--- src/hw/rtl/lplg_divider.sv ---
// Pipelined restoring divider, one quotient bit per register stage, carrying a
// side-band payload alongside each word. Depends on nothing.
module lplg_divider #(
   parameter int N      = 32,
   parameter int M      = 16,
   parameter int Q      = 32,
   parameter int SIDE_W = 8
) (
   input  logic              clock,
   input  logic              reset,
   input  logic              en,
   input  logic              in_valid,
   input  logic [N-1:0]      in_dividend,
   input  logic [M-1:0]      in_divisor,
   input  logic [SIDE_W-1:0] in_side,
   output logic              out_valid,
   output logic [Q-1:0]      out_quotient,
   output logic [M-1:0]      out_remainder,
   output logic [M-1:0]      out_divisor,
   output logic [SIDE_W-1:0] out_side
);

   logic              valid_ff [Q];
   logic [M-1:0]      rem_ff   [Q];
   logic [Q-1:0]      bits_ff  [Q];
   logic [M-1:0]      div_ff   [Q];
   logic [SIDE_W-1:0] side_ff  [Q];
   logic [N+M-1:0]    dividend_ext;

   assign dividend_ext = {{M{1'b0}}, in_dividend};

   for (genvar s = 0; s < Q; s++) begin : g_step
      logic              valid_src;
      logic [M-1:0]      rem_src;
      logic [Q-1:0]      bits_src;
      logic [M-1:0]      div_src;
      logic [SIDE_W-1:0] side_src;
      logic [M:0]        trial;
      logic [M:0]        diff;
      logic              take;
      logic [M-1:0]      rem_in;
      logic [Q-1:0]      bits_in;

      if (s == 0) begin : g_first
         assign valid_src = in_valid;
         assign rem_src   = M'(dividend_ext >> Q);
         assign bits_src  = in_dividend[Q-1:0];
         assign div_src   = in_divisor;
         assign side_src  = in_side;
      end else begin : g_next
         assign valid_src = valid_ff[s-1];
         assign rem_src   = rem_ff[s-1];
         assign bits_src  = bits_ff[s-1];
         assign div_src   = div_ff[s-1];
         assign side_src  = side_ff[s-1];
      end

      assign trial   = {rem_src, bits_src[Q-1]};
      assign diff    = trial - {1'b0, div_src};
      assign take    = (trial >= {1'b0, div_src});
      assign rem_in  = take ? diff[M-1:0] : trial[M-1:0];
      assign bits_in = Q'({bits_src, take});

      always_ff @(posedge clock) begin
         if (reset) begin
            valid_ff[s] <= 1'b0;
         end else if (en) begin
            valid_ff[s] <= valid_src;
         end
      end

      always_ff @(posedge clock) begin
         if (en) begin
            rem_ff[s]  <= rem_in;
            bits_ff[s] <= bits_in;
            div_ff[s]  <= div_src;
            side_ff[s] <= side_src;
         end
      end
   end

   assign out_valid     = valid_ff[Q-1];
   assign out_quotient  = bits_ff[Q-1];
   assign out_remainder = rem_ff[Q-1];
   assign out_divisor   = div_ff[Q-1];
   assign out_side      = side_ff[Q-1];

endmodule

--- config.mk ---
export PLATFORM = sky130hd
export DESIGN_NAME = lplg_divider
export DESIGN_NICKNAME = d
export VERILOG_FILES = /design/src/hw/rtl/lplg_divider.sv
export SDC_FILE = /design/constraint.sdc
export NUM_CORES = 2
export LEC_CHECK = 0
export ABC_AREA = 0
export BUFFER_PORTS_ARGS = -buffer_cell sky130_fd_sc_hd__buf_2
export CAP_MARGIN = 20
export CORE_MARGIN = 5
export CORE_UTILIZATION = 60
export CTS_CLUSTER_SIZE = 14
export DETAILED_ROUTE_END_ITERATION = 10
export GPL_ROUTABILITY_DRIVEN = 0
export PLACE_DENSITY = 0.74
export SYNTH_ARGS = -nofsm -noshare
export SYNTH_HDL_FRONTEND = slang
export SYNTH_SLANG_ARGS = --single-unit
--- constraint.sdc ---
create_clock -name clock -period 7.75 [get_ports clock]
set_input_delay 1.55 -clock clock [delete_from_list [all_inputs] [get_ports clock]]
set_output_delay 1.55 -clock clock [all_outputs]
set_load 0.05 [all_outputs]
==> results.tsv <==
metric	value	unit
WHS Path Cells	0	
initial antenna violation count	2	
R2R depth	11	
register area share after synthesis	0.700	
sequential share of power	0.424	
Yosys reg bits	2336	
compound-gate portion of the synthesized area	0.0788	
WL final	176000	um
CTS resizes	0	
Setup TNS	0	ns
crit path DAT	4.50	ns
final setup fails	0	
part of the power in combinational logic	0.325	
RR Endpoint	rem_ff[9][21]	
CTS Buf Count	225	
port bufs	132	
DRC viols	0	
Slew @ Worst Pin	1.19	ns
mux contribution to synthesized area	0.0369	
syn nets	7249	
Req. time, crit path	8.35	ns
worst hold start	bits_ff[1][11]	
Clock power frac	0.250	
asr flop ratio synth	0	
Netlist cell types	92	
Post-Synth Adder-Cell Area	0.0683	
number of flops mapped to enable cells by yosys	2336	
Synth-to-Final Area Change	10.5	%
Antenna Violating Nets Remaining	0	
first-pass GRT wire length	282000	um
clock sink total	2336	
crit share post-route	0.504	
Worst R2R Start	div_ff[9][1]	
CTS tree	done	
DR WL/cell	18.8	um
Die Span Y	419	um
top cell type's share of synthesized area	0.700	
post-synthesis simple-gate area fraction	0.0550	
worst-skew pair later-pin latency	0.85	ns
top post-synthesis cells by area	edfxtp_1 70%, ha_1 6.2%, mux2_2 2.9%	
Post-Layout Cell Count	9338	
largest family of logic cells by synthesized area	compound AO/OA/AOI/OAI gates	
CORE AREA	167000	um2
HP Class	flop to flop	
min Tclk post-route	3.91	ns
r2r setup slk	3.84	ns
post-synth top area cell	edfxtp_1	
Critical Path Sink Type	flop	
routed vias	52781	
commonest non-fill, non-tap cell in the layout	edfxtp_1	
FMAX	256	MHz
Initial Util	0.602	
kind of critical path	flop to flop	
GRT Total Usage	0.202	
Post-Synthesis Cells	6660	
hold_buf cts	0	
Cells after DPL	8907	
Power Density	386	nW/um2
largest net degree at the start of global routing	224	
clk_skew	0.0209	ns
Rel. slew slack	0.205	
Slew Viols, Final	0	
Post-Synth XOR/XNOR Area	0.0303	
worst-path maximum fanout	16	
Post-synth top flop	edfxtp_1	
switching share of power	0.314	
Ports	133	
CTS H-tree depth	4	
post-CTS setup buffer count	0	
area of the die	175000	um2
floorplan row count	150	
clock root cell	clkbuf_16	
most frequent cells in the layout	2,336 x edfxtp_1, 628 x inv_1, 498 x ha_1	
Initial DRT Pass Iterations	8	
Syn Area/Cell	15.1	um2
maximum clock path buffer count	3	
die width	419	um
Ys Warns	0	
routed vias/inst	5.65	
VDD IR max	0.272	mV
fraction of layout cells with a size suffix above 1	0.120	
internal power	0.0294	W
post-synthesis cell area	100000	um2
layout net count	7527	
status	complete, no violations	
Clock transition at path regs	0.06	ns
max_cap viols	0	
First DRT Iteration DRCs	4252	
net switching power figure	0.0134	W
GRT Residual Overflow	0	
P_leak	42.2	nW
hold path endpoint	bits_ff[1][44]	
vias in the first global route	52427	
CP Launch Type	flop	
RSZ-0062 raised after global routing	false	
DP HPWL	120000	um
final hold vios	0	
[layer usage]
layer / wire length, um / global-route usage / vias to the layer above
li1: - / - / 25447
met1: 77100 / 0.281 / 25565
met2: 83200 / 0.326 / 1403
met3: 9910 / 0.0383 / 366
met4: 5470 / 0.0705 / 0
met5: 0 / 0 / -
[registers in the layout (all words and copies together) (netlist names)]
| register | count |
|---|---|
| bits_ff | 1024 |
| div_ff | 512 |
| rem_ff | 512 |
| side_ff | 256 |
| valid_ff | 32 |
[area by class of cell]
| type | instances | area [um2] |
|---|---|---|
| multi-input combinational | 3571 | 27000 |
| clock inverter | 160 | 1500 |
| inverter | 629 | 2360 |
| fill | 11350 | 55900 |
| sequential | 2336 | 70100 |
| antenna | 1 | 2.50 |
| tap | 2204 | 2760 |
| clock buffer | 262 | 5810 |
| timing repair buffer | 175 | 1200 |
[synthesized netlist by cell type (all sizes together), types with 8 or more instances]
library cell,instances
a211o,26
a211oi,37
a21boi,27
a21o,121
a21oi,383
a311o,8
a311oi,9
a31o,13
a31oi,47
and2,40
and3,26
buf,76
clkbuf,48
edfxtp,2336
fa,31
ha,498
inv,628
mux2,284
mux2i,45
nand2,258
nand2b,61
nand3,79
nand3b,10
nand4,65
nor2,330
nor2b,96
nor3,82
nor3b,11
nor4,19
o211ai,12
o21a,90
o21ai,304
o21bai,28
o31a,24
o31ai,26
or2,23
or3,10
or4,10
xnor2,242
xor2,105
[critical path, cell delays in order (launching register included)]
cell      delay, ns
edfxtp_1       0.47
inv_1          0.09
ha_1           0.23
nor2b_1        0.13
o21a_1         0.17
o21ai_0        0.34
a211oi_1       0.21
o221ai_2       0.30
o21ai_2        0.14
o21a_4         0.23
o32ai_4        0.91
mux2_2         0.43
[how the worst max path moves through the flow]
stage               startpoint            end  slack [ns]  depth (start not counted)
2_1_floorplan  in_dividend[31]   rem_ff[0][0]        4.31                          9
3_3_place_gp     in_divisor[3]   rem_ff[0][0]        3.86                          5
3_5_place_dp      div_ff[6][2]  rem_ff[6][30]        3.82                         11
4_1_cts           div_ff[6][2]  rem_ff[6][30]        3.79                         11
5_1_grt           div_ff[9][1]  rem_ff[9][21]        3.62                         11
6_report          div_ff[9][1]  rem_ff[9][21]        3.84                         11
[cells by family after synthesis]
kind of cell               count (synthesis)
AOI/OAI and AO/OA                       1231
xor gates and xnor gates                 347
adders and majority gates                529
buffers and inverters                    753
DFF                                     2336
muxes                                    329
and+or+nand+nor                         1135
[through the flow]
stage          utilization  setup WS (ns)  power [W]  cell area (um2)  hold slack, ns
4_1_cts              0.664           3.79     0.0429           111000           0.403
3_3_place_gp         0.620           3.86     0.0315           103000           0.400
3_5_place_dp         0.620           3.82     0.0319           103000           0.405
6_report             0.665           3.84     0.0428           111000           0.403
2_1_floorplan            -           4.31     0.0286           100000           0.400
5_1_grt              0.665           3.62     0.0453           111000           0.412
[power by group through the flow]
stage          sequential, W  clock, W  combinational, W
6_report              0.0182    0.0107            0.0139
5_1_grt               0.0183    0.0116            0.0154
4_1_cts               0.0182    0.0110            0.0137
3_5_place_dp          0.0184         0            0.0136
3_3_place_gp          0.0183         0            0.0131
2_1_floorplan         0.0179         0            0.0107
Power figures use the tool's default switching activity.
