`src/hw/rtl/lplg_pkg.sv`:
```
// Package for the LED pattern level generator: item kinds, side-band structs,
// configuration layout, pattern timing constants and datapath widths.
// No dependencies.
package lplg_pkg;

   localparam int NOW_W      = 32;
   localparam int PERIOD_W   = 16;
   localparam int HOUR_W     = 5;
   localparam int LEVEL_W    = 8;
   localparam int NUM_W      = 23;
   localparam int SCALED_W   = 31;
   localparam int SCALE_W    = 23;
   localparam int QUOT_W     = 9;
   localparam int CSR_IDX_W  = 3;
   localparam int CSR_DATA_W = 16;

   localparam logic [3:0] MODE_AUTO      = 4'd0;
   localparam logic [3:0] MODE_ON        = 4'd1;
   localparam logic [3:0] MODE_OFF       = 4'd2;
   localparam logic [3:0] MODE_BREATHE   = 4'd3;
   localparam logic [3:0] MODE_SLOW      = 4'd4;
   localparam logic [3:0] MODE_FAST      = 4'd5;
   localparam logic [3:0] MODE_DOUBLE    = 4'd6;
   localparam logic [3:0] MODE_HEARTBEAT = 4'd7;
   localparam logic [3:0] MODE_PULSE     = 4'd8;
   localparam logic [3:0] MODE_CANDLE    = 4'd9;

   localparam logic [CSR_IDX_W-1:0] CSR_PATTERN_MODE = 3'd0;
   localparam logic [CSR_IDX_W-1:0] CSR_BREATH_PERIOD = 3'd1;
   localparam logic [CSR_IDX_W-1:0] CSR_WINDOW_START = 3'd2;
   localparam logic [CSR_IDX_W-1:0] CSR_WINDOW_END = 3'd3;
   localparam logic [CSR_IDX_W-1:0] CSR_POLARITY = 3'd4;

   localparam logic [PERIOD_W-1:0] PULSE_PERIOD_MS = 16'd1800;
   localparam logic [PERIOD_W-1:0] SLOW_BLINK_MS   = 16'd700;
   localparam logic [PERIOD_W-1:0] FAST_BLINK_MS   = 16'd180;
   localparam logic [PERIOD_W-1:0] DOUBLE_CYCLE_MS = 16'd1400;
   localparam logic [PERIOD_W-1:0] HEART_CYCLE_MS  = 16'd1500;
   localparam logic [PERIOD_W-1:0] CANDLE_CYCLE_MS = 16'd997;
   localparam logic [PERIOD_W-1:0] MIN_PERIOD_MS   = 16'd2;
   localparam logic [SCALE_W-1:0]  CANDLE_SPAN     = 23'd70;

   localparam logic [LEVEL_W-1:0] LEVEL_FULL  = 8'd255;
   localparam logic [LEVEL_W-1:0] LEVEL_DARK  = 8'd0;
   localparam logic [LEVEL_W-1:0] CANDLE_BASE = 8'd150;
   localparam logic [LEVEL_W-1:0] CANDLE_DIP  = 8'd60;

   typedef enum logic [2:0] {
      KIND_FIXED,
      KIND_BLINK,
      KIND_DOUBLE,
      KIND_HEART,
      KIND_RAMP,
      KIND_PULSE,
      KIND_CANDLE
   } kind_type;

   typedef struct packed {
      kind_type             kind;
      logic [LEVEL_W-1:0]   level;
   } tag_type;

   typedef struct packed {
      kind_type             kind;
      logic [LEVEL_W-1:0]   level;
      logic                 dip;
   } mark_type;

   typedef struct packed {
      logic [3:0]           mode;
      logic [PERIOD_W-1:0]  period;
      logic [HOUR_W-1:0]    start_hour;
      logic [HOUR_W-1:0]    end_hour;
      logic                 polarity;
   } cfg_type;

endpackage

```
`src/hw/rtl/lplg_shape.sv`:
```
// Two stages between the dividers: folds the phase into the triangle distance
// or the candle terms, and scales the ramp numerator. Depends on lplg_pkg.
module lplg_shape import lplg_pkg::*; (
   input  logic                clock,
   input  logic                reset,
   input  logic                en,
   input  logic                in_valid,
   input  logic                in_odd,
   input  logic [PERIOD_W-1:0] in_phase,
   input  logic [PERIOD_W-1:0] in_period,
   input  tag_type             in_tag,
   output logic                out_valid,
   output logic [SCALED_W-1:0] out_dividend,
   output logic [SCALE_W-1:0]  out_divisor,
   output mark_type            out_mark
);

   logic                valid1_ff;
   logic [NUM_W-1:0]    num1_ff;
   logic [NUM_W-1:0]    num1_in;
   logic [PERIOD_W-1:0] period1_ff;
   mark_type            mark1_ff;
   mark_type            mark1_in;

   logic                valid2_ff;
   logic [SCALED_W-1:0] dividend2_ff;
   logic [SCALED_W-1:0] dividend2_in;
   logic [SCALE_W-1:0]  divisor2_ff;
   logic [SCALE_W-1:0]  divisor2_in;
   mark_type            mark2_ff;

   logic [PERIOD_W-1:0] fold;
   logic [NUM_W-1:0]    p_ext;
   logic [NUM_W-1:0]    t_ext;
   logic [NUM_W-1:0]    ph_ext;
   logic [SCALED_W-1:0] num_ext;
   logic [SCALE_W-1:0]  p_scale;

   assign fold   = ({in_phase, 1'b0} <= {1'b0, in_period}) ? in_phase : in_period - in_phase;
   assign p_ext  = NUM_W'(in_period);
   assign t_ext  = NUM_W'(fold);
   assign ph_ext = NUM_W'(in_phase);

   always_comb begin
      mark1_in.kind  = in_tag.kind;
      mark1_in.level = in_tag.level;
      mark1_in.dip   = 1'b0;
      num1_in        = '0;
      case (in_tag.kind)
         KIND_BLINK: begin
            mark1_in.level = in_odd ? LEVEL_FULL : LEVEL_DARK;
         end
         KIND_DOUBLE: begin
            mark1_in.level = ((in_phase < 16'd120) || ((in_phase >= 16'd240) &&
                             (in_phase < 16'd360))) ? LEVEL_FULL : LEVEL_DARK;
         end
         KIND_HEART: begin
            mark1_in.level = ((in_phase < 16'd90) || ((in_phase >= 16'd140) &&
                             (in_phase < 16'd230))) ? LEVEL_FULL : LEVEL_DARK;
         end
         KIND_RAMP: begin
            num1_in = (p_ext << 3) + (p_ext << 2) + (t_ext << 7) + (t_ext << 5) + (t_ext << 4);
         end
         KIND_PULSE: begin
            num1_in = (p_ext << 2) + (t_ext << 7) + (t_ext << 6);
         end
         KIND_CANDLE: begin
            // Since 73 leaves 3 modulo 70, the wobble term only needs three times the phase.
            num1_in      = (ph_ext << 1) + ph_ext;
            mark1_in.dip = (in_phase < 16'd20) ||
                           ((in_phase >= 16'd173) && (in_phase < 16'd193)) ||
                           ((in_phase >= 16'd346) && (in_phase < 16'd366)) ||
                           ((in_phase >= 16'd519) && (in_phase < 16'd539)) ||
                           ((in_phase >= 16'd692) && (in_phase < 16'd712)) ||
                           ((in_phase >= 16'd865) && (in_phase < 16'd885));
         end
         default: begin
            num1_in = '0;
         end
      endcase
   end

   assign num_ext = SCALED_W'(num1_ff);
   assign p_scale = SCALE_W'(period1_ff);

   always_comb begin
      dividend2_in = '0;
      divisor2_in  = SCALE_W'(1);
      case (mark1_ff.kind)
         KIND_RAMP, KIND_PULSE: begin
            dividend2_in = (num_ext << 8) - num_ext;
            divisor2_in  = (p_scale << 6) + (p_scale << 5) + (p_scale << 2);
         end
         KIND_CANDLE: begin
            dividend2_in = num_ext;
            divisor2_in  = CANDLE_SPAN;
         end
         default: begin
            dividend2_in = '0;
         end
      endcase
   end

   always_ff @(posedge clock) begin
      if (reset) begin
         valid1_ff <= 1'b0;
         valid2_ff <= 1'b0;
      end else if (en) begin
         valid1_ff <= in_valid;
         valid2_ff <= valid1_ff;
      end
   end

   always_ff @(posedge clock) begin
      if (en) begin
         num1_ff      <= num1_in;
         period1_ff   <= in_period;
         mark1_ff     <= mark1_in;
         dividend2_ff <= dividend2_in;
         divisor2_ff  <= divisor2_in;
         mark2_ff     <= mark1_ff;
      end
   end

   assign out_valid    = valid2_ff;
   assign out_dividend = dividend2_ff;
   assign out_divisor  = divisor2_ff;
   assign out_mark     = mark2_ff;

endmodule

```
`config.mk`:
```
export PLATFORM = sky130hd
export DESIGN_NAME = lplg_shape
export DESIGN_NICKNAME = d
export VERILOG_FILES = /design/src/hw/rtl/lplg_pkg.sv /design/src/hw/rtl/lplg_shape.sv
export SDC_FILE = /design/constraint.sdc
export NUM_CORES = 1
export LEC_CHECK = 0
export BUFFER_PORTS_ARGS = -buffer_cell sky130_fd_sc_hd__buf_2
export CAP_MARGIN = 20
export CORE_ASPECT_RATIO = 1.25
export CORE_MARGIN = 2
export CORE_UTILIZATION = 58
export CTS_CLUSTER_DIAMETER = 60
export DETAILED_ROUTE_END_ITERATION = 10
export PLACE_DENSITY = 0.77
export SETUP_SLACK_MARGIN = 0.4
export SYNTH_ARGS = -nofsm -noshare
export SYNTH_HDL_FRONTEND = slang
export SYNTH_SLANG_ARGS = --single-unit
```
`constraint.sdc`:
```
create_clock -name clock -period 9.6 [get_ports clock]
set_input_delay 2.88 -clock clock [delete_from_list [all_inputs] [get_ports clock]]
set_output_delay 2.88 -clock clock [all_outputs]
set_load 0.05 [all_outputs]
```
==> out/summary.txt <==
Layout cells sized above 1: 13.6%
I/O Pins: 115
CP Class: in -> reg
Final Hold Viols: 0
CTS Buf Count: 17
HP Class: reg -> reg
CORE AREA: 20,200 sq um
Placed instance area: 12,900 sq um
Fin crit share: 91.0%
Slew headroom: 30.3%
Iter 0 DRT Violations: 855
Tot GR Track Use: 28.3%
Post-synth top area share: 29.2%
Number of global-route vias before repair: 9,699
Die Wd: 133 um
Cell Rows: 58
Nets: 1,635
Mapped Cells: 1,234
Top-count cell post-synth: ha_1
Layout Skew: 0.0120 ns
Leak pwr: 6.30 nW
Yosys cell types: 83
Worst-margin pin slew: 1.04 ns
Ant diodes: 0
Max-cap viol count: 0
Mapped cell area: 12,000 sq um
CTS tree: built
Hold buffers post-CTS: 0
Ys Warns: 0
VDD IR max: 0.135 mV
HP Start: mark1_ff[3]$_DFFE_PP_
Slew Viols, Final: 0
Reg-to-Reg Start: period1_ff[0]$_DFFE_PP_
Post-cts sizing count: 0
Vias: 9,742
Register area share after synthesis: 29.5%
Clock-pin slew on the worst setup and hold paths: 0.05 ns
Die Y: 165 um
Post-route ant nets: 0
Final TNS setup: 0 ns
Routability congestion estimate: 0.954
Area Overhead vs Synth: 12.6%
Clock Latency Late Sink: 0.42 ns
CP endpoint kind: flip-flop
Critical path launch point type: primary input
EDFF count, synth: 117
Die area: 21,900 sq um
Flop and latch count out of synthesis: 119
Worst hold slack: 0.422 ns
First-pass GRT wire length: 48.7 mm
Drt drc: 0
Post-CTS Setup Bufs: 0
DRT Wirelength: 30.7 mm
Outcome: finished, final reports clean
Crit path max fanout: 8
Htree depth: 4
GRT overflow: 0
Wirelength per Cell: 18.7 um
Final Cell Area: 13,600 sq um
Area leader, netlist: edfxtp_1
Initial Util: 59.5%
Asr flop ratio synth: 0%
Clock Tree Root: clkbuf_16
Final setup vio count: 0
DRT Pass-1 Iters: 6
Vias per inst: 5.94
Sink Count: 119
Ys flop type: edfxtp_1
RSZ-0062 raised after global routing: no
Largest net degree at the start of global routing: 63
CP startpoint: in_phase[1]
CTS max path bufs: 2
Worst Path Arrival: 8.88 ns
Avg Inst Size Synth: 9.76 sq um
Mapped Nets: 1,512
P per Cell Area: 279 nW/um^2
Required time of the critical path: 9.75 ns
Fmax: 114 MHz
Antenna violations before repair: 0
Synth top cells by count: ha_1 (184), inv_1 (125), edfxtp_1 (117)
Final Critical Period: 8.74 ns
Buffers on Ports: 114
HPWL after DPL: 24.4 mm
Largest cells by area after synthesis: edfxtp_1 (29%), ha_1 (19%), fa_1 (7.6%)
through the flow:
step | worst slack (ns) | utilization (%) | power, mW | cells
finish | 0.861 | 66.9 | 3.78 | 1639
global route | 0.426 | 66.9 | 4.07 | 1639
CTS | 0.896 | 66.9 | 3.75 | 1639
detailed placement | 0.478 | 63.9 | 3.07 | 1608
global placement | 0.537 | 63.9 | 3.05 | 1608
floorplan | 1.12 | - | 2.58 | 1234
worst max-delay path: stages:
cell and delay, ns:
buf_2 0.19, inv_1 0.20, fa_1 0.49, a21o_1 0.18, a21oi_1 0.23, o21bai_1 0.10, a21o_1 0.22, a21oi_1 0.35
o21bai_1 0.12, xor2_1 0.15, mux2i_1 0.34, fa_1 0.53, fa_1 0.54, inv_1 0.06, fa_1 0.48, ha_1 0.40
and3_2 0.24, a21oi_1 0.14, o21ai_2 0.09, o31a_1 0.32, a311oi_2 0.26, xnor3_1 0.25, o2bb2ai_1 0.13
layout by cell type (no fill, tap or decap), types with 7 or more instances in the layout:
| cell type | Yosys | routed |
|---|---|---|
| a211oi_1 | 11 | 11 |
| a21o_1 | 48 | 48 |
| a21oi_1 | 87 | 87 |
| and2_1 | 10 | 10 |
| buf_2 | 1 | 113 |
| buf_4 | 0 | 12 |
| clkbuf_16 | 0 | 17 |
| edfxtp_1 | 117 | 117 |
| fa_1 | 46 | 46 |
| ha_1 | 184 | 184 |
| inv_1 | 125 | 125 |
| mux2i_1 | 19 | 19 |
| nand2_1 | 80 | 80 |
| nand2b_1 | 15 | 15 |
| nand3_1 | 18 | 18 |
| nand4_1 | 9 | 9 |
| nor2_1 | 87 | 87 |
| nor2b_1 | 8 | 8 |
| nor3_1 | 14 | 14 |
| o211ai_1 | 9 | 9 |
| o21a_1 | 10 | 10 |
| o21ai_0 | 66 | 66 |
| o21bai_1 | 10 | 10 |
| o22a_1 | 7 | 7 |
| o22ai_1 | 8 | 8 |
| o31ai_1 | 14 | 14 |
| or2_2 | 9 | 9 |
| xnor2_1 | 64 | 64 |
| xor2_1 | 33 | 33 |
flip-flops by register name, indices dropped and copies added, names as in the netlist:
signal,cells
out_dividend,31
num1_ff,23
out_divisor,23
period1_ff,16
mark1_ff,12
out_mark,12
out_valid,1
valid1_ff,1
power by group:
group / internal (mW) / switching, mW
clock network: 0.430 / 0.229
registers: 0.676 / 0.0585
logic: 1.00 / 1.38
total: 2.11 / 1.67
layout make-up:
cell class / instances / area [sq um]
repair buffers: 125 / 656
clock buffers: 17 / 425
clock inverters: 14 / 184
well taps: 270 / 338
fillers: 1619 / 6690
flip-flops and latches: 119 / 3550
inverters: 127 / 477
multi-input cells: 967 / 7920
routing by layer:
layer | vias up | global-route usage, % | wire [um]
li1 | 4697 | - | -
met1 | 4620 | 34.3 | 12800
met2 | 359 | 50.8 | 15200
met3 | 66 | 3.02 | 1570
met4 | 0 | 13.0 | 1110
met5 | - | 0 | 0
kinds of logic (layout without fill, tap and decap cells):
kind of cell | after synthesis | in the layout | synth area share, %
and+or+nand+nor | 283 | 283 | 11.5
buffers and inverters | 148 | 283 | 4.69
muxes | 24 | 24 | 2.05
adders and majority gates | 230 | 230 | 26.8
AOI/OAI and AO/OA | 332 | 332 | 18.3
DFF | 119 | 119 | 29.5
xor gates and xnor gates | 98 | 98 | 7.24
final timing paths:
check / end / slack, ns / cells past startpoint
max: num1_ff[22]$_DFFE_PP_ / 0.86 / 23
min: out_mark[3]$_DFFE_PP_ / 0.42 / 0
max reg2reg: out_divisor[22]$_DFFE_PP_ / 5.77 / 12
min reg2reg: out_mark[3]$_DFFE_PP_ / 0.42 / 0
No activity file was read; power rests on OpenSTA's default activity.
