==> src/hw/rtl/lplg_pkg.sv <==
// Package for the LED pattern level generator: item kinds, side-band structs,
// configuration layout, pattern timing constants and datapath widths.
// No dependencies.
package lplg_pkg;

   localparam int NOW_W      = 32;
   localparam int PERIOD_W   = 16;
   localparam int HOUR_W     = 5;
   localparam int LEVEL_W    = 8;
   localparam int NUM_W      = 23;
   localparam int SCALED_W   = 31;
   localparam int SCALE_W    = 23;
   localparam int QUOT_W     = 9;
   localparam int CSR_IDX_W  = 3;
   localparam int CSR_DATA_W = 16;

   localparam logic [3:0] MODE_AUTO      = 4'd0;
   localparam logic [3:0] MODE_ON        = 4'd1;
   localparam logic [3:0] MODE_OFF       = 4'd2;
   localparam logic [3:0] MODE_BREATHE   = 4'd3;
   localparam logic [3:0] MODE_SLOW      = 4'd4;
   localparam logic [3:0] MODE_FAST      = 4'd5;
   localparam logic [3:0] MODE_DOUBLE    = 4'd6;
   localparam logic [3:0] MODE_HEARTBEAT = 4'd7;
   localparam logic [3:0] MODE_PULSE     = 4'd8;
   localparam logic [3:0] MODE_CANDLE    = 4'd9;

   localparam logic [CSR_IDX_W-1:0] CSR_PATTERN_MODE = 3'd0;
   localparam logic [CSR_IDX_W-1:0] CSR_BREATH_PERIOD = 3'd1;
   localparam logic [CSR_IDX_W-1:0] CSR_WINDOW_START = 3'd2;
   localparam logic [CSR_IDX_W-1:0] CSR_WINDOW_END = 3'd3;
   localparam logic [CSR_IDX_W-1:0] CSR_POLARITY = 3'd4;

   localparam logic [PERIOD_W-1:0] PULSE_PERIOD_MS = 16'd1800;
   localparam logic [PERIOD_W-1:0] SLOW_BLINK_MS   = 16'd700;
   localparam logic [PERIOD_W-1:0] FAST_BLINK_MS   = 16'd180;
   localparam logic [PERIOD_W-1:0] DOUBLE_CYCLE_MS = 16'd1400;
   localparam logic [PERIOD_W-1:0] HEART_CYCLE_MS  = 16'd1500;
   localparam logic [PERIOD_W-1:0] CANDLE_CYCLE_MS = 16'd997;
   localparam logic [PERIOD_W-1:0] MIN_PERIOD_MS   = 16'd2;
   localparam logic [SCALE_W-1:0]  CANDLE_SPAN     = 23'd70;

   localparam logic [LEVEL_W-1:0] LEVEL_FULL  = 8'd255;
   localparam logic [LEVEL_W-1:0] LEVEL_DARK  = 8'd0;
   localparam logic [LEVEL_W-1:0] CANDLE_BASE = 8'd150;
   localparam logic [LEVEL_W-1:0] CANDLE_DIP  = 8'd60;

   typedef enum logic [2:0] {
      KIND_FIXED,
      KIND_BLINK,
      KIND_DOUBLE,
      KIND_HEART,
      KIND_RAMP,
      KIND_PULSE,
      KIND_CANDLE
   } kind_type;

   typedef struct packed {
      kind_type             kind;
      logic [LEVEL_W-1:0]   level;
   } tag_type;

   typedef struct packed {
      kind_type             kind;
      logic [LEVEL_W-1:0]   level;
      logic                 dip;
   } mark_type;

   typedef struct packed {
      logic [3:0]           mode;
      logic [PERIOD_W-1:0]  period;
      logic [HOUR_W-1:0]    start_hour;
      logic [HOUR_W-1:0]    end_hour;
      logic                 polarity;
   } cfg_type;

endpackage

==> src/hw/rtl/lplg_output.sv <==
// Final level selection, output polarity, and the output register with a skid
// word that frees the pipeline from the result side. Depends on lplg_pkg.
module lplg_output import lplg_pkg::*; (
   input  logic                 clock,
   input  logic                 reset,
   input  logic                 polarity,
   input  logic                 in_valid,
   input  logic [QUOT_W-1:0]    in_quotient,
   input  logic [SCALE_W-1:0]   in_remainder,
   input  mark_type             in_mark,
   output logic                 advance,
   output logic                 rsp_tvalid,
   input  logic                 rsp_tready,
   output logic [2*LEVEL_W-1:0] rsp_tdata
);

   logic                 out_valid_ff;
   logic [2*LEVEL_W-1:0] out_word_ff;
   logic                 skid_valid_ff;
   logic [2*LEVEL_W-1:0] skid_word_ff;
   logic [LEVEL_W-1:0]   level;
   logic [LEVEL_W-1:0]   duty;
   logic [2*LEVEL_W-1:0] word_in;
   logic                 slot_free;
   logic                 pipe_take;

   always_comb begin
      case (in_mark.kind)
         KIND_RAMP, KIND_PULSE: begin
            level = (in_quotient > QUOT_W'(LEVEL_FULL)) ? LEVEL_FULL : in_quotient[LEVEL_W-1:0];
         end
         KIND_CANDLE: begin
            level = CANDLE_BASE + LEVEL_W'(in_remainder) - (in_mark.dip ? CANDLE_DIP : LEVEL_DARK);
         end
         default: begin
            level = in_mark.level;
         end
      endcase
   end

   assign duty      = polarity ? level : ~level;
   assign word_in   = {duty, level};
   assign advance   = !skid_valid_ff;
   assign slot_free = !out_valid_ff || rsp_tready;
   assign pipe_take = in_valid && advance;

   always_ff @(posedge clock) begin
      if (reset) begin
         out_valid_ff  <= 1'b0;
         skid_valid_ff <= 1'b0;
      end else if (slot_free) begin
         out_valid_ff  <= skid_valid_ff || pipe_take;
         skid_valid_ff <= 1'b0;
      end else if (pipe_take) begin
         skid_valid_ff <= 1'b1;
      end
   end

   always_ff @(posedge clock) begin
      if (slot_free) begin
         out_word_ff <= skid_valid_ff ? skid_word_ff : word_in;
      end else if (pipe_take) begin
         skid_word_ff <= word_in;
      end
   end

   assign rsp_tvalid = out_valid_ff;
   assign rsp_tdata  = out_word_ff;

`ifndef SYNTH
   a_skid_fills_on_stall: assert property (@(posedge clock) disable iff (reset)
      $rose(skid_valid_ff) |-> $past(out_valid_ff && !rsp_tready))
      else $error("Skid word filled while the output register was free.");

   a_skid_behind_output: assert property (@(posedge clock) disable iff (reset)
      skid_valid_ff |-> out_valid_ff)
      else $error("Skid word held with an empty output register.");

   a_skid_drains: assert property (@(posedge clock) disable iff (reset)
      (skid_valid_ff && rsp_tready) |=> (!skid_valid_ff && out_valid_ff))
      else $error("Skid word not moved forward after the output was taken.");
`endif

endmodule

==> config.mk <==
export PLATFORM = sky130hd
export DESIGN_NAME = lplg_output
export DESIGN_NICKNAME = d
export VERILOG_FILES = /design/src/hw/rtl/lplg_pkg.sv /design/src/hw/rtl/lplg_output.sv
export SDC_FILE = /design/constraint.sdc
export NUM_CORES = 1
export LEC_CHECK = 0
export ABC_AREA = 1
export BUFFER_PORTS_ARGS = -buffer_cell sky130_fd_sc_hd__buf_2
export CAP_MARGIN = 40
export CORE_MARGIN = 1
export CORE_UTILIZATION = 53
export CTS_CLUSTER_DIAMETER = 200
export DETAILED_ROUTE_END_ITERATION = 8
export GPL_ROUTABILITY_DRIVEN = 0
export PLACE_DENSITY = 0.83
export SKIP_CTS_REPAIR_TIMING = 1
export SYNTH_ARGS = -nofsm -noshare
export SYNTH_HDL_FRONTEND = slang
export SYNTH_SLANG_ARGS = --single-unit
export TNS_END_PERCENT = 5
==> constraint.sdc <==
create_clock -name clock -period 4.11 [get_ports clock]
set_input_delay 0.6165 -clock clock [delete_from_list [all_inputs] [get_ports clock]]
set_output_delay 0.6165 -clock clock [all_outputs]
set_load 0.03 [all_outputs]
==> results.md, run 1 <==
* Mapped Cells at between 200 and 250
* Worst-path maximum fanout at 22
* Largest net degree at the start of global routing at 23
* Routed Antenna Nets at 0
* Mapped Area at between 1500 and 2000 µm²
* Layout area overhead at 19.22%
* Outcome: finished clean
* Vias in the first global route at roughly 1400
* Inst Count DP at 300
* Avg Synthesized Cell Area at 9.112 µm²
* Fill cell count at 307
* Sequential area share after synthesis at 0.5358
* Clock-pin slew of the registers on the worst-case setup and hold paths at 100 ps
* Slew Limit Fails at 0
* Critical R2R Capture: skid_word_ff[8]
* Clock root cell: clkbuf_4
* Clk sinks at 34
* Vias per inst at approximately 5
* Compound-Gate Fraction of Synth Area at 0.04823
* Setup violations, final at 0
* Crit path to: advance
* Row cnt at 21
* Worst hold path type: input pin to register
* RSZ-0062 raised after global routing: no
* Max cap viols at 0
* Simple-gate share of the synthesized area at 0.2672
* Clock buffer depth at 2
* Mux cell area share after synthesis at 0
* Hold slack final at 446.3 ps
* Max incr delay on CP at 620 ps
* Post-route clock period utilization at 0.5566
* Crit-path cells: inv_1 > buf_2
* Setup TNS at 0 ps
* Post-DP Area at 2177 µm²
* H-tree Lvls at 2
* FMAX at roughly 440 MHz
* Adder and majority cell fraction of the synthesized area at 0.06028
* Largest family of logic cells by synthesized area: simple AND/OR/NAND/NOR gates
* DRC at 0
* Die Wd at 61.37 µm
* CP arrival at ~1700 ps
* Yosys reg bits at 34
* DR vias at 1543
* Port Buffers at between 50 and 60
* Fin cells at slightly above 300
* Ratio of cells with drive above 1 in the final layout at 0.2672
* Average wire per standard cell at ~11 µm
* Worst-Margin Slew at about 750 ps
* I/O Pins at 67
* Final Cell Area at ~2200 µm²
* DP HPWL at between 2 and 3 mm
* Leakage at 1.091 nW
* Core ar. at roughly 3400 µm²
* Worst-Skew Late Latency at ~330 ps
* Drt total wl at between 3 and 4 mm
* Worst EP required at 3490 ps
* Nets at between 300 and 400
* GRT Util Overall at 0.2067
* Startpoint Class: register
* First-pass iteration count of the detailed router at 4
* Source of the critical timing path: skid_valid_ff
* Final hold vios at 0
* Reg2reg start: skid_valid_ff
* Pwr dens at between 300 and 400 nW/µm²
* Die area at approximately 3800 µm²
* DRT iter0 DRCs at 55
* Starting Density at 0.5554
* Antenna violations before repair at 0
* First-pass GRT wire length at between 5 and 6 mm
* Post-route minimum period at between 2000 and 2500 ps
* Critical path type: register to output port
* Number of buffers created by CTS at 5
* Kind of end point of the critical path: output port
* GRT overflow at 0
* Slew Limit Headroom at 0.4995
* Inserted Diodes at 0
* Synth Area in XOR/XNOR at 0.03215
* Post-Syn Nets at 263
* Die H at 61.37 µm
* Yosys cell types at 23
* Synth warn at 0
* FF-to-FF path depth at 4
* Slowest CP cell: dfxtp_1
* VDD IR max at approximately 0.00013 V
* Layout Skew at 4.740 ps
* CTS tree: built
* Slack of the worst reg-to-reg path at 2330 ps
[flip-flops by register name (all words and copies together), names as in the netlist]
signal,count
rsp_tdata,16
rsp_tvalid,1
skid_valid_ff,1
skid_word_ff,16
[metrics by stage]
stage            util   power, W  setup slack (ps)
2_1_floorplan       -  0.0005760              1837
3_3_place_gp   0.6473  0.0006278              1626
3_5_place_dp   0.6473  0.0006367              1559
4_1_cts        0.6622  0.0008007              1788
5_1_grt        0.6622  0.0008416              1659
6_report       0.6622  0.0007963              1823
[cell usage after synthesis]
cell type | instances | share of area
o21ai_0 | 8 | 0.021
edfxtp_1 | 32 | 0.51
or2_1 | 1 | 0.0034
a31oi_1 | 4 | 0.013
and2_1 | 3 | 0.010
inv_1 | 20 | 0.040
dfxtp_1 | 2 | 0.021
inv_2 | 4 | 0.0080
nor3_4 | 1 | 0.0087
nand3b_1 | 3 | 0.012
nand3_1 | 14 | 0.038
nor3_1 | 1 | 0.0027
clkinv_1 | 1 | 0.0020
xor2_2 | 1 | 0.0087
clkbuf_1 | 3 | 0.0060
a21oi_1 | 5 | 0.013
nor2_1 | 8 | 0.016
or2_2 | 1 | 0.0034
xor2_1 | 5 | 0.023
nand3_2 | 4 | 0.021
ha_1 | 9 | 0.060
nand2_1 | 74 | 0.15
nor2_2 | 1 | 0.0034
[routing by layer]
layer  GRT usage  up-vias  part of all wire
li1            -      784                 -
met1      0.2372      688              0.43
met2      0.3618       63              0.49
met3     0.05462        8             0.058
met4     0.09524        0             0.021
met5           0        -                 0
[cell usage in the layout, fill, tap and decap left out]
| cell | n |
|---|---|
| a21oi_1 | 5 |
| dfxtp_1 | 2 |
| clkbuf_1 | 1 |
| xor2_2 | 1 |
| edfxtp_1 | 32 |
| buf_2 | 51 |
| nand3_2 | 4 |
| clkbuf_4 | 5 |
| nor3_4 | 1 |
| a31oi_1 | 4 |
| o21ai_0 | 8 |
| or2_1 | 1 |
| and2_1 | 3 |
| nor2_1 | 8 |
| nor2_2 | 1 |
| inv_1 | 20 |
| nand2_1 | 74 |
| clkinv_1 | 2 |
| inv_2 | 4 |
| or2_2 | 1 |
| ha_1 | 9 |
| clkinv_2 | 1 |
| xor2_1 | 5 |
| nand3b_1 | 3 |
| nor3_1 | 1 |
| buf_4 | 1 |
| nand3_1 | 14 |
[how the worst min path moves through the flow]
stage / start / to / cells past startpoint
3_5_place_dp: skid_word_ff[12] / rsp_tdata[12] / 2
6_report: reset / rsp_tvalid / 2
3_3_place_gp: skid_word_ff[14] / rsp_tdata[14] / 2
2_1_floorplan: skid_word_ff[14] / rsp_tdata[14] / 2
4_1_cts: reset / rsp_tvalid / 2
5_1_grt: reset / rsp_tvalid / 2
[cells by family after synthesis]
group / after synthesis
flip-flops: 34
XOR/XNOR: 6
adder cells (fa/ha/maj): 9
AND/OR/NAND/NOR: 111
AO/OA/AOI/OAI: 17
buffers and inverters: 28
[report_power, final]
group          switching, W  internal, W
logic              0.000137    0.0000695
registers        0.00000674     0.000416
clock network      0.000103    0.0000642
[worst max-delay path: cells and delay by family (launching register included)]
kind	cells	cell delay [ps]
DFF	1	620
buffers and inverters	2	720
[final cells by class]
cell class / count / area, µm² / area share
flip-flops and latches: 34 / 1001 / 0.4494
multi-input cells: 143 / 762.0 / 0.3421
inverters: 25 / 93.84 / 0.04213
repair buffers: 52 / 262.8 / 0.1180
clock buffers: 6 / 41.29 / 0.01854
well taps: 46 / 57.56 / 0.02584
clock inverters: 2 / 8.758 / 0.003933
(Power assumes the default switching activity.)
==> run 2, diff against run 1 <==
--- a/config.mk
+++ b/config.mk
@@ -5,15 +5,15 @@
 export SDC_FILE = /design/constraint.sdc
 export NUM_CORES = 1
 export LEC_CHECK = 0
-export ABC_AREA = 1
+export ABC_AREA = 0
 export BUFFER_PORTS_ARGS = -buffer_cell sky130_fd_sc_hd__buf_2
 export CAP_MARGIN = 40
 export CORE_MARGIN = 1
-export CORE_UTILIZATION = 53
+export CORE_UTILIZATION = 45
 export CTS_CLUSTER_DIAMETER = 200
 export DETAILED_ROUTE_END_ITERATION = 8
 export GPL_ROUTABILITY_DRIVEN = 0
-export PLACE_DENSITY = 0.83
+export PLACE_DENSITY = 0.75
 export SKIP_CTS_REPAIR_TIMING = 1
 export SYNTH_ARGS = -nofsm -noshare
 export SYNTH_HDL_FRONTEND = slang
==> constraint.sdc (replaced) <==
create_clock -name clock -period 2.1 [get_ports clock]
set_input_delay 0.315 -clock clock [delete_from_list [all_inputs] [get_ports clock]]
set_output_delay 0.315 -clock clock [all_outputs]
set_load 0.03 [all_outputs]
==> run 2 against run 1 <==
Critical path depth is 7 higher. Largest power group unchanged. Via count is 6.1% lower. Non-clock buffer count is 15 higher. Critical endpoint is now rsp_tdata[13]. Power is 120% higher. Sequential cell count stayed put. Core utilization is 4.5 points lower.
==> results.md, run 2 <==
* Share of flip-flops with an asynchronous set or reset after synthesis at 0 (unchanged)
* Mapped Area at 1886 µm² (was 1868 µm²)
* Fin cells at 282 (was 308)
* Clock buffer depth at 2 (unchanged)
* GRT overflow at 0 (unchanged)
* DR vias at 1449 (was 1543)
* Wire length on met2 at 1.934 mm (was 1.713 mm)
* Post-Syn Nets at 220 (was 263)
* First-pass iteration count of the detailed router at 4 (unchanged)
* EDFF count, synth at 32 (unchanged)
* Commonest cells post-synth: edfxtp_1, nor2_1, inv_1, mux2_2 (was nand2_1, edfxtp_1, inv_1)
* DRC at 0 (unchanged)
* Vias in the first global route at 1368 (was 1365)
* Inserted Diodes at 0 (unchanged)
* Routed Antenna Nets at 0 (unchanged)
* CP arrival at 2070 ps (was 1670 ps)
* Number of buffers created by CTS at 5 (unchanged)
* Layout Skew at 5.005 ps (was 4.740 ps)
* Die area at 4453 µm² (was 3766 µm²)
* Post-route minimum period at a little over 2000 ps
* Post-synth top area cell: edfxtp_1 (unchanged)
* Ys flop type: edfxtp_1 (unchanged)
* Die Wd at 66.73 µm (was 61.37 µm)
* Wl on met1 at 1.823 mm (was 1.490 mm)
* Worst Slack Setup Final at 61.20 ps (was 1823 ps)
* Worst-Margin Slew at 432.4 ps (was 749.0 ps)
* Commonest non-fill, non-tap cells in the layout: buf_2, edfxtp_1, buf_4 (was nand2_1, buf_2, edfxtp_1)
* Worst-path maximum fanout at 3 (was 22)
* Post-route clock period utilization at 0.9709
* Slew Limit Headroom at 0.7087 (was 0.4995)
* Ratio of cells with drive above 1 in the final layout at 0.4224 (was 0.2672)
* Commonest non-fill, non-tap cell in the layout: buf_2 (was nand2_1)
* Max cap viols at 0 (unchanged)
* Layout area overhead at 30.86% (was 19.22%)
* CTS tree: built (unchanged)
* DR top layer: met4 (unchanged)
* DP HPWL at 2.942 mm (was 2.691 mm)
* Leakage at 1.020 nW (was 1.091 nW)
* Largest net degree at the start of global routing at 19 (was 23)
* Pwr dens at 710.9 nW/µm² (was 357.5 nW/µm²)
* First-pass GRT wire length at 6.354 mm (was 5.568 mm)
* Clock root cell: clkbuf_8 (was clkbuf_4)
* Drt total wl at 3.921 mm (was 3.477 mm)
* Avg Synthesized Cell Area at 11.64 µm² (was 9.112 µm²)
* Port Buffers at 51 (unchanged)
* Yosys reg bits at 34 (unchanged)
* Clock-pin slew of the registers on the worst-case setup and hold paths at 60 ps (was 100 ps)
* Clk sinks at 34 (unchanged)
* I/O Pins at 67 (unchanged)
* H-tree Lvls at 2 (unchanged)
* Worst-Skew Late Latency at 280 ps (was 330 ps)
* Nets at 289 (was 319)
* Outcome: finished clean (unchanged)
* Slew Limit Fails at 0 (unchanged)
* Post-DP Area at 2351 µm² (was 2177 µm²)
* Worst EP required at 2130 ps (was 3490 ps)
* Sequential area share after synthesis at 0.5309 (was 0.5358)
* Die H at 66.73 µm (was 61.37 µm)
* Kind of end point of the critical path: register (was output port)
* VDD IR max at 0.0003746 V (was 0.0001342 V)
* Final Cell Area at 2467 µm² (was 2227 µm²)
* Post-synth top area share at 0.5096 (was 0.5144)
* Core ar. at 4000 µm² (was 3363 µm²)
* Final hold vios at 0 (unchanged)
* Worst hold path type: input pin to register (unchanged)
* Mapped Cells at 162 (was 205)
* FMAX at just under 500 MHz
* Starting Density at 0.4714 (was 0.5554)
* Vias per inst at 5.138 (was 5.010)
* Critical path type: input pin to register (was register to output port)
* Most frequent cell after synthesis: edfxtp_1 (was nand2_1)
* Setup violations, final at 0 (unchanged)
* Antenna violations before repair at 0 (unchanged)
* Startpoint Class: input pin (was register)
* Average wire per standard cell at 13.90 µm (was 11.29 µm)
* DRT iter0 DRCs at 48 (was 55)
* Met3 wire len at 114 µm (was 200 µm)
* Synth warn at 0 (unchanged)
* Row cnt at 23 (was 21)
* Yosys cell types at 38 (was 23)
* Synth top area cells: edfxtp_1, mux2_2, ha_1, xnor2_1, nor2_1 (was edfxtp_1, nand2_1, ha_1, inv_1, nand3_1)
* Inst Count DP at 272 (was 300)
* Setup slack at placement at -260.4 ps (was 1559 ps)
* GRT Util Overall at 0.1970 (was 0.2067)
-- run 2: area by class of cell --
type                            instances  area [µm²]
Fill cell                             339        1533
Sequential cell                        34        1001
Multi-Input combinational cell        112       902.1
Timing Repair Buffer                   67       377.9
Clock buffer                            8       80.08
Tap cell                               50       62.56
Inverter                               11       43.79
-- run 2: routing by layer --
metal	vias to the layer above	GRT usage
met3	5	0.04281
met2	28	0.3169
met5	-	0
li1	734	-
met4	0	0.07181
met1	682	0.2581
-- run 2: path summary, 6_finish.rpt --
check / cells past startpoint / from / slack [ps] / to
min: 2 / reset / 210 / rsp_tvalid
max: 9 / in_mark[0] / 60 / rsp_tdata[13]
min reg2reg: 1 / skid_word_ff[5] / 550 / rsp_tdata[5]
max reg2reg: 4 / skid_valid_ff / 690 / rsp_tdata[15]
-- run 2: logic make-up (layout without fill, tap and decap cells) --
kind of cell,after synthesis,after routing,share of synthesized area
AND/OR/NAND/NOR,45,45,0.1301
AO/OA/AOI/OAI,35,35,0.1247
flip-flops,34,34,0.5309
buffers and inverters,16,86,0.03318
XOR/XNOR,12,12,0.05574
multiplexers,11,11,0.06569
adder cells (fa/ha/maj),9,9,0.05972
-- run 2: where the power goes --
group	switching [W]	internal, W	leakage, nW
logic	0.000269	0.000208	0.653
clock network	0.000216	0.000235	0.0395
registers	0.0000120	0.000814	0.328
-- run 2: stage by stage --
step | TNS, ps | power (W) | util | hold WS [ps]
after global placement | -2256 | 0.001290 | 0.5877 | 495.7
after global routing | -41.30 | 0.001840 | 0.6168 | 199.9
after CTS | 0 | 0.001755 | 0.6078 | 201.4
after floorplan | -40.16 | 0.001149 | - | 384.1
final | 0 | 0.001754 | 0.6168 | 208.9
after detailed placement | -2703 | 0.001300 | 0.5877 | 500.9
-- run 2: worst max-delay path: stages --
cell     delay [ps]
buf_4           140
inv_4            70
ha_4            200
ha_4            230
and2b_1         170
o21a_1          190
or3_4           340
nand4_1          80
or3b_1          330
